**src/sv/sart_pkg.sv**
```systemverilog
// Shared types and constants for the selective-ack receiver tracker.
// Holds field widths, the seen-map geometry, status codes, controller states
// and the command/status structs between controller and datapath.
package sart_pkg;

    // Header field widths
    localparam int SIZE_W  = 12;
    localparam int SEQ_W   = 12;
    localparam int LEN_W   = 24;
    localparam int FINAL_W = SEQ_W + 1;

    // Field positions in the header word
    localparam int SIZE_LSB = 20;
    localparam int SEQ_LSB  = 8;
    localparam int NAME_BIT = 1;

    // Sequence slots (power of two) and bytes per block (power of two)
    localparam int SEQ_SLOTS   = 4096;
    localparam int BLOCK_BYTES = 2048;
    localparam int BB_SHIFT    = $clog2(BLOCK_BYTES);
    localparam int SLOT_W      = $clog2(SEQ_SLOTS);

    // Seen-map organized as rows of ROW_W bits
    localparam int ROW_W  = (SEQ_SLOTS < 32) ? SEQ_SLOTS : 32;
    localparam int BIT_W  = $clog2(ROW_W);
    localparam int ROWS   = SEQ_SLOTS / ROW_W;
    localparam int ROW_AW = (ROWS > 1) ? $clog2(ROWS) : 1;

    // Per-packet result codes
    typedef enum logic [1:0] {
        STAT_CORRUPT = 2'd0,
        STAT_NEW     = 2'd1,
        STAT_DUP     = 2'd2,
        STAT_IGNORED = 2'd3
    } status_t;

    // Controller states
    typedef enum logic [2:0] {
        S_CLEAR,
        S_IDLE,
        S_CHECK,
        S_MARK,
        S_SCAN_RD,
        S_SCAN_TEST,
        S_EMIT
    } ctrl_state_t;

    // Commands from controller to datapath
    typedef struct packed {
        logic    capture;
        logic    rd_item;
        logic    mark;
        logic    set_status;
        status_t status_code;
        logic    scan_start;
        logic    rd_scan;
        logic    scan_next;
        logic    set_finished;
        logic    load_out;
        logic    clear_step;
    } dp_cmd_t;

    // Status from datapath to controller
    typedef struct packed {
        logic finished;
        logic corrupt;
        logic bit_seen;
        logic name_after;
        logic row_ok;
        logic scan_last;
        logic out_free;
        logic clear_last;
    } dp_stat_t;

endpackage

```
**src/sv/sart_ctrl.sv**
```systemverilog
// Controller state machine for the selective-ack receiver tracker.
// Depends on sart_pkg for states and the command/status structs.
module sart_ctrl
    import sart_pkg::*;
(
    input  logic     clk,
    input  logic     rst_n,
    input  logic     in_valid,
    output logic     in_stall,
    input  dp_stat_t stat,
    output dp_cmd_t  cmd
);

    ctrl_state_t state_reg;
    ctrl_state_t state_next;

    // Hold state
    always_ff @(posedge clk or negedge rst_n)
    begin
        if (!rst_n)
        begin
            state_reg <= S_CLEAR;
        end
        else
        begin
            state_reg <= state_next;
        end
    end

    // Advance state
    always_comb
    begin
        state_next = state_reg;
        unique case (state_reg)
            S_CLEAR:
            begin
                if (stat.clear_last)
                begin
                    state_next = S_IDLE;
                end
            end
            S_IDLE:
            begin
                if (in_valid)
                begin
                    state_next = S_CHECK;
                end
            end
            S_CHECK:
            begin
                if (stat.finished || stat.corrupt)
                begin
                    state_next = S_EMIT;
                end
                else
                begin
                    state_next = S_MARK;
                end
            end
            S_MARK:
            begin
                if (stat.name_after)
                begin
                    state_next = S_SCAN_RD;
                end
                else
                begin
                    state_next = S_EMIT;
                end
            end
            S_SCAN_RD:
            begin
                state_next = S_SCAN_TEST;
            end
            S_SCAN_TEST:
            begin
                if (!stat.row_ok || stat.scan_last)
                begin
                    state_next = S_EMIT;
                end
                else
                begin
                    state_next = S_SCAN_RD;
                end
            end
            S_EMIT:
            begin
                if (stat.out_free)
                begin
                    state_next = S_IDLE;
                end
            end
            default:
            begin
                state_next = S_CLEAR;
            end
        endcase
    end

    // Drive commands
    always_comb
    begin
        cmd      = '0;
        in_stall = 1'b1;
        unique case (state_reg)
            S_CLEAR:
            begin
                cmd.clear_step = 1'b1;
            end
            S_IDLE:
            begin
                in_stall    = 1'b0;
                cmd.capture = in_valid;
            end
            S_CHECK:
            begin
                if (stat.finished)
                begin
                    cmd.set_status  = 1'b1;
                    cmd.status_code = STAT_IGNORED;
                end
                else if (stat.corrupt)
                begin
                    cmd.set_status  = 1'b1;
                    cmd.status_code = STAT_CORRUPT;
                end
                else
                begin
                    cmd.rd_item = 1'b1;
                end
            end
            S_MARK:
            begin
                cmd.mark        = 1'b1;
                cmd.set_status  = 1'b1;
                cmd.status_code = stat.bit_seen ? STAT_DUP : STAT_NEW;
                cmd.scan_start  = stat.name_after;
            end
            S_SCAN_RD:
            begin
                cmd.rd_scan = 1'b1;
            end
            S_SCAN_TEST:
            begin
                if (stat.row_ok)
                begin
                    if (stat.scan_last)
                    begin
                        cmd.set_finished = 1'b1;
                    end
                    else
                    begin
                        cmd.scan_next = 1'b1;
                    end
                end
            end
            S_EMIT:
            begin
                cmd.load_out = stat.out_free;
            end
            default:
            begin
                cmd = '0;
            end
        endcase
    end

endmodule

```
**config.mk**
```make
export PLATFORM = sky130hd
export DESIGN_NAME = sart_ctrl
export DESIGN_NICKNAME = d
export VERILOG_FILES = /design/src/sv/sart_pkg.sv /design/src/sv/sart_ctrl.sv
export SDC_FILE = /design/constraint.sdc
export NUM_CORES = 1
export LEC_CHECK = 0
export ABC_AREA = 1
export BUFFER_PORTS_ARGS = -buffer_cell sky130_fd_sc_hd__buf_2
export CORE_AREA = 2 2 39 41
export DETAILED_ROUTE_END_ITERATION = 8
export DIE_AREA = 0 0 41 43
export GPL_TIMING_DRIVEN = 0
export PLACE_DENSITY = 0.61
export SYNTH_ARGS = -nofsm -noshare
export SYNTH_HDL_FRONTEND = slang
export SYNTH_SLANG_ARGS = --single-unit
```
**constraint.sdc**
```tcl
create_clock -name clk -period 1.3 [get_ports clk]
set_clock_uncertainty 0.1 [all_clocks]
set_input_delay 0.195 -clock clk [delete_from_list [all_inputs] [get_ports clk]]
set_output_delay 0.195 -clock clk [all_outputs]
set_load 0.1 [all_outputs]
```
=== Word-level counts from Yosys, hierarchy flattened ===
Index checks and enable logic that the tools add are counted.

* Register bits: 3
* Logic and storage cells: 40
* Output and inout bits: 13
* Input port bits: 11

* Mux-type cells: 25
* Reductions and logical operators: 5
* Eq/ne operators: 9

{| class="wikitable"
|+ Operators with widths
! operator !! count
|-
| $pmux 3 s7 || 1
|-
| $mux 3 || 6
|-
| $mux 1 || 12
|-
| $mux 2 || 5
|-
| $eq 3x3->1 const B || 3
|-
| $eq 3x2->1 const B || 2
|-
| $ne 2x2->1 const B || 3
|-
| $pmux 3 s2 || 1
|-
| $eq 3x1->1 const B || 1
|-
| $logic_not 3->1 || 1
|-
| $reduce_and 3->1 || 1
|-
| $logic_or 1x1->1 || 2
|-
| $logic_not 1->1 || 1
|}

=== Depth between registers and ports, before layout ===
Gate-level depths: netlist of the first run.

* Word-level depth: 4
* Mapped depth: 8
* Gate-level depth less buffers: 7

=== Worst setup path before layout of the first run ===
No wires, ideal clock.

* Path type: register -> output
* Start point: register state_reg[1]
* End point: output cmd[10] (netlist name)
* Cell stages (with the launch flop): 3
* Slack: -2414 ps
* Arrival: 3419 ps
* Required time: 1005 ps
* Cells stage by stage: dfrtp_1 -> inv_2 -> nor4_1

{| class="wikitable"
|+ RTL lines
! item !! line !! source
|-
| start: declaration || sart_ctrl.sv:14 || <nowiki>ctrl_state_t state_reg;</nowiki>
|-
| start signal: assignment || sart_ctrl.sv:26 || <nowiki>state_reg <= state_next;</nowiki>
|-
| end: declaration || sart_ctrl.sv:11 || <nowiki>output dp_cmd_t cmd</nowiki>
|}

==> results of run 1 <==
## logic make-up (layout without fill, tap and decap cells)
logic type / after synthesis / after routing / share of synthesized area (%)
AND/OR/NAND/NOR: 35 / 35 / 54.4
buffers and inverters: 11 / 55 / 15.5
AO/OA/AOI/OAI: 4 / 4 / 6.35
flip-flops: 3 / 3 / 23.8
## placed cells by master (no fill, tap or decap), drive strengths merged
master       Yosys  layout
nand4            1       1
dfrtp            3       3
a21oi            1       1
nand2           17      17
nor4             1       1
clkinvlp         0       1
o21ai            3       3
dlygate4sd3      0       1
clkbuf           0       4
nor2            11      11
or2              1       1
nand3            2       2
buf              1      40
inv             10       9
nor3             2       2
## timing repair
action	CTS	global route
pin swaps	10	5
endpoints found under the hold margin	3	0
hold buffers	1	0
cloned	0	0
resized for setup	58	4
setup endpoints to repair	13	15
setup buffers	11	5
## layer usage
metal,routed length (um),share of wire [%]
met3,103,8.8
met1,395,34
met5,0,0
met4,18,1.5
met2,651,56
## final cells by class
cell class | count | area [um^2] | share of cell area [%]
flip-flops and latches | 3 | 77.6 | 7.89
clock buffers | 4 | 26.3 | 2.67
repair buffers | 40 | 450 | 45.8
inverters | 10 | 48.8 | 4.96
well taps | 16 | 20.0 | 2.04
plain buffers | 1 | 11.3 | 1.15
multi-input cells | 39 | 349 | 35.5
## worst min-delay path: cells and delay by family
kind | cells | cell delay (ns)
AO/OA/AOI/OAI | 1 | 0.05
buffers and inverters | 2 | 0.17
AND/OR/NAND/NOR | 1 | 0.04
## stage by stage
step	setup slack (ns)	utilization (%)	area (um^2)	hold WS, ns	std cells
3_5_place_dp	-0.493	43.0	596	-0.109	92
4_1_cts	-0.381	67.2	930	0.158	108
3_3_place_gp	-0.493	43.0	596	-0.111	92
5_1_grt	-0.421	71.1	983	0.195	113
2_1_floorplan	-0.600	-	460	-0.201	53
6_report	-0.382	71.1	983	0.168	113
## worst max path at each step
stage	slack, ns	to	startpoint	cells past startpoint
6_report	-0.38	cmd[3]	state_reg[1]	5
5_1_grt	-0.42	cmd[7]	state_reg[1]	7
4_1_cts	-0.38	cmd[7]	state_reg[1]	7
3_5_place_dp	-0.49	cmd[7]	state_reg[1]	5
3_3_place_gp	-0.49	cmd[7]	state_reg[1]	5
2_1_floorplan	-0.60	cmd[10]	state_reg[0]	2
## synthesized netlist by cell type
cell and instances:
nand2_1 15, inv_1 8, nor2_1 8, dfrtp_1 3, nor2_4 3, o21ai_0 3
inv_2 2, nand2_2 2, nand3_1 2, nor3_1 2, a21oi_1 1, buf_6 1
nand4_1 1, nor4_1 1, or2_2 1
==> impl_metrics.toml, run 1 <==
[cells_and_area]
largest_register_ff_count = 3
areaGrowthSynthToFinish_pct = 212
filler_cell_count = 106
post_route_cells_drive_above_1_share_pct = 72.2
antennaDiodeCount = 0
final_net_count = 109

[floorplan]
die_area_um2 = 1760
pin_count = 24
floorplan.rows = 14
initial_core_util_pct = 22.8
core_um2 = 1380
die_y_um = 43
die-width_um = 41

[grt]
grt_util_met2_pct = 28.4
use_met3_pct = 1.57
gr-usage-all-layers_pct = 15.3
grt_pass1_vias = 477
gr-usage-met1_pct = 16.9
grt_start_max_net_pins = 8
grt_overflow_total = 0
top_usage_layer = "met2"
grt_antenna_before_repair = 0
grt_first_pass_wirelength_mm = 1.93

[yosys]
avgSynthCellArea_um2 = 5.95
synth.lib_cells_used.distinct = 15
synth-warning-count = 0
post_synthesis_cells = 53
syn-cell-area_um2 = 315
synth_top_cell_area_share_pct = 23.8
syn-num-nets = 64
synth.yosys.seq_area_share_pct = 23.8
ys_seq_elements = 3
post_synth_main_area_contributors = "dfrtp_1 24%, nand2_1 18%, nor2_4 11%"
yosysTopAreaCell = "dfrtp_1"

[critical_path]
cp.buffers_inverters = 2
worst-endpoint-required_ns = 1.00
cp_common_cell = "nor2_4"
crit_path_top_delay_cell = "dfrtp_2"
critical_path.max_stage_delay_ns = 0.43
end_kind = "output port"
worstPathArrival_ns = 1.39
crit_type = "register to output port"
r2r-end = "state_reg[1]"
critPathTopFamily = "flip-flops"
ff2ff_setup_slack_ns = -0.12
worstPathMaxFanout = 4
worst_r2r_startpoint = "state_reg[1]"
timing.critical_path.cells = "buf_4 > nor2_4 > nand2_4 > nor2_4 > buf_12"
startpoint_type = "register"
ff2ff_path_depth = 8

[hold_path]
worst_hold_endpoint = "state_reg[0]"
worst_hold_path_type = "input port to register"
hold_depth = 4
hold_start = "in_valid"

[route]
detail_route.vias_per_cell = 4.52
routed_vias = 511
first_iter_violations = 7
drt.antenna.violating_nets = 0
post-route-drc-count = 0
detail_route.wl_per_cell_um = 10.3
drt_first_pass_iters = 4
routed_wirelength_mm = 1.17

[placement]
finalWeightedCongestion = 0.751
dp_hpwl_um = 718
portBuffers = 23

[clock_tree]
clock_tree_from_tritoncts = "built"
clk_root_buffer_cell = "clkbuf_4"
cts_max_level = 1
worst_setup_hold_path_clk_slew_ns = 0.04
clock_latency_ns = 0.24
cts-root-to-sink-buffers = 2
cts.sink_count = 3
cts_made_buffers = 3

[sta]
setup_violations = 15
timing.final.hold_violations = 0
timing_max_transition_violations_final = 0
slew_headroom_pct = 86.5
finalCriticalPeriod_ns = 1.68
max_slew.worst_pin.slew_ns = 0.201
max_clock_freq_mhz = 595
rsz0062_at_grt = "true"
timing.final.ws_setup_ns = -0.382
layout_worst_path_cycle_share_pct = 129
fin_setup_tns_ns = -4.57

[status]
status = "finished, violations left"
violations = "setup timing"

[run]
max_cap_viol_count = 0
Power of run 1 is not shown: default switching activity piles up to over one toggle a cycle in this logic, so the estimate is an artifact.
==> run 2, diff against run 1 <==
- ABC_AREA: 1 -> default
- PLACE_DENSITY: 0.61 -> 0.64
- clock period: 1.3 -> 1.5 ns (I/O delays scaled with it)
==> run 2 against run 1 <==
Effect of this change:
- the flow still finishes with violations (setup timing)
- critical path type unchanged
- core utilization down 2.0 points
- via count down 4.3%
- register-to-register slack better by 0.15 ns
- area after synthesis rose by 2.8%
- design area is 2.8% lower
- flip-flop and latch count did not move
- worst setup slack improved by 0.20 ns
- count of clock-buffer cells in the layout unchanged
- synthesized cell count down 23%
- non-clock buffer count is 4 lower
==> impl_metrics.toml, run 2 <==
[cells_and_area]
filler_cell_count = 90
antennaDiodeCount = 0
most-common-layout-cells = "13 x buf_12, 10 x buf_2, 8 x buf_4"
largest_register_ff_count = 3
areaGrowthSynthToFinish_pct = 195
most_common_cell_after_layout_fill_and_taps_aside = "buf_12"
post_route_cells_drive_above_1_share_pct = 83.8
final_net_count = 92

[critical_path]
worstPathMaxFanout = 4
worstPathArrival_ns = 1.36
critPathTopFamily = "simple AND/OR/NAND/NOR gates"
worst_r2r_startpoint = "state_reg[0]"
cp.buffers_inverters = 1
crit_path_top_delay_cell = "dfrtp_2"
startpoint_type = "register"
ff2ff_setup_slack_ns = 0.03
setup.worst_path.end = "cmd[11]"
crit_type = "register to output port"
critical_path.max_stage_delay_ns = 0.42
cp_num_cells = 4
ff2ff_path_depth = 6
end_kind = "output port"
timing.critical_path.from = "state_reg[1]"
timing.critical_path.cells = "nand2b_4 > or2_4 > nor2_4 > buf_12"
r2r-end = "state_reg[1]"
worst-endpoint-required_ns = 1.17

[route]
routed_vias = 489
drt_first_pass_iters = 2
detail_route.vias_per_cell = 5.09
drt.antenna.violating_nets = 0
detail_route.wl_per_cell_um = 15.4
first_iter_violations = 4
post-route-drc-count = 0
routed_wirelength_mm = 1.48

[floorplan]
core_um2 = 1380
die_area_um2 = 1760
pin_count = 24
initial_core_util_pct = 23.4
die_y_um = 43
floorplan.rows = 14
die-width_um = 41

[grt]
grt_antenna_before_repair = 0
gr-usage-all-layers_pct = 18.9
grt_overflow_total = 0
grt_pass1_vias = 526
grt_start_max_net_pins = 8
grt_first_pass_wirelength_mm = 2.25

[yosys]
syn-cell-area_um2 = 324
postSynth.topFlopCell = "dfrtp_1"
async_flop_share_pct = 100
synth_top_cells_by_count = "5 x nor2_1, 5 x nor3_1, 3 x dfrtp_1, 3 x inv_1, 2 x o221ai_1"
synth_top_cell_area_share_pct = 23.2
post_synthesis_cells = 41
synth.yosys.seq_area_share_pct = 23.2
avgSynthCellArea_um2 = 7.90
synth.lib_cells_used.distinct = 28
syn-num-nets = 52
yosysTopAreaCell = "dfrtp_1"
synth_edf_count = 0
post_synth_main_area_contributors = "dfrtp_1 23%, nor3_1 7.7%, nor2_1 5.8%"
ys_seq_elements = 3
synth-warning-count = 0

[clock_tree]
clock_tree_from_tritoncts = "built"
clk_root_buffer_cell = "clkbuf_4"
worst_setup_hold_path_clk_slew_ns = 0.04
cts_max_level = 1
cts-root-to-sink-buffers = 2
cts_made_buffers = 3
clock_latency_ns = 0.23
cts.sink_count = 3

[placement]
portBuffers = 23
finalWeightedCongestion = 0.625
dp_hpwl_um = 766

[sta]
slew_headroom_pct = 85.2
finalCriticalPeriod_ns = 1.68
timing.final.hold_violations = 0
max_slew.worst_pin.slew_ns = 0.220
setup_violations = 13
timing_max_transition_violations_final = 0
rsz0062_at_grt = "true"
layout_worst_path_cycle_share_pct = 112
fin_setup_tns_ns = -1.58
max_clock_freq_mhz = 595
timing.final.ws_setup_ns = -0.182

[status]
violations = "setup timing"
status = "finished, violations left"

[run]
max_cap_viol_count = 0

[hold_path]
worst_hold_path_type = "input port to register"
[run 2: timing repair]
| action | 4_1_cts | 5_1_grt |
|---|---|---|
| pin swaps | 6 | 6 |
| setup endpoints to repair | 13 | 14 |
| endpoints found under the hold margin | 3 | 0 |
| buffers inserted | 9 | 2 |
| gates resized for setup | 63 | 11 |
| hold buffers | 1 | 0 |
[run 2: area by class of cell]
type                    instances  area, um^2  share of cell area (%)
plain buffers                   2        31.3                    3.27
multi-input cells              32         373                    39.0
flip-flops and latches          3        77.6                    8.12
repair buffers                 35         405                    42.4
well taps                      16        20.0                    2.09
inverters                       4        22.5                    2.36
clock buffers                   4        26.3                    2.75
[run 2: through the flow]
stage / setup WS, ns / utilization [%] / instances / hold slack, ns / area, um^2
global placement: -0.245 / 40.9 / 80 / -0.0778 / 566
detailed placement: -0.257 / 40.9 / 80 / -0.0775 / 566
finish: -0.182 / 69.1 / 96 / 0.138 / 956
global route: -0.218 / 69.1 / 96 / 0.139 / 956
CTS: -0.195 / 65.1 / 94 / 0.126 / 901
floorplan: -0.430 / - / 41 / -0.171 / 430
[run 2: worst min path at each step]
| stage | startpoint | endpoint | slack (ns) | cells past startpoint |
|---|---|---|---|---|
| after detailed placement | rst_n | state_reg[2] | -0.08 | 1 |
| after global placement | rst_n | state_reg[2] | -0.08 | 1 |
| after CTS | in_valid | state_reg[0] | 0.13 | 2 |
| final | in_valid | state_reg[0] | 0.14 | 2 |
| after floorplan | rst_n | state_reg[0] | -0.17 | 0 |
| after global routing | in_valid | state_reg[0] | 0.14 | 2 |
[run 2: per-layer routing]
metal  vias up  global-route usage [%]  share of wire [%]
li1        235                       -                  -
met1       243                    21.4                 38
met2        11                    30.9                 58
met3         0                    3.14                3.0
met4         0                    11.3                  0
met5         -                       0                  0
[run 2: logic make-up (layout without fill, tap and decap cells)]
group,after synthesis,in the layout,synth area share (%)
AO/OA/AOI/OAI,10,10,28.2
flip-flops,3,3,23.2
buffers and inverters,6,45,8.49
AND/OR/NAND/NOR,21,21,37.1
multiplexers,1,1,3.09
[run 2: worst register-to-register path: stages (launching register included)]
cell and delay, ns:
dfrtp_2 0.44, buf_12 0.17, buf_4 0.14, buf_4 0.14, a21oi_2 0.12, o221ai_1 0.13, a22oi_2 0.14
Power of run 2 is left out for the same reason.
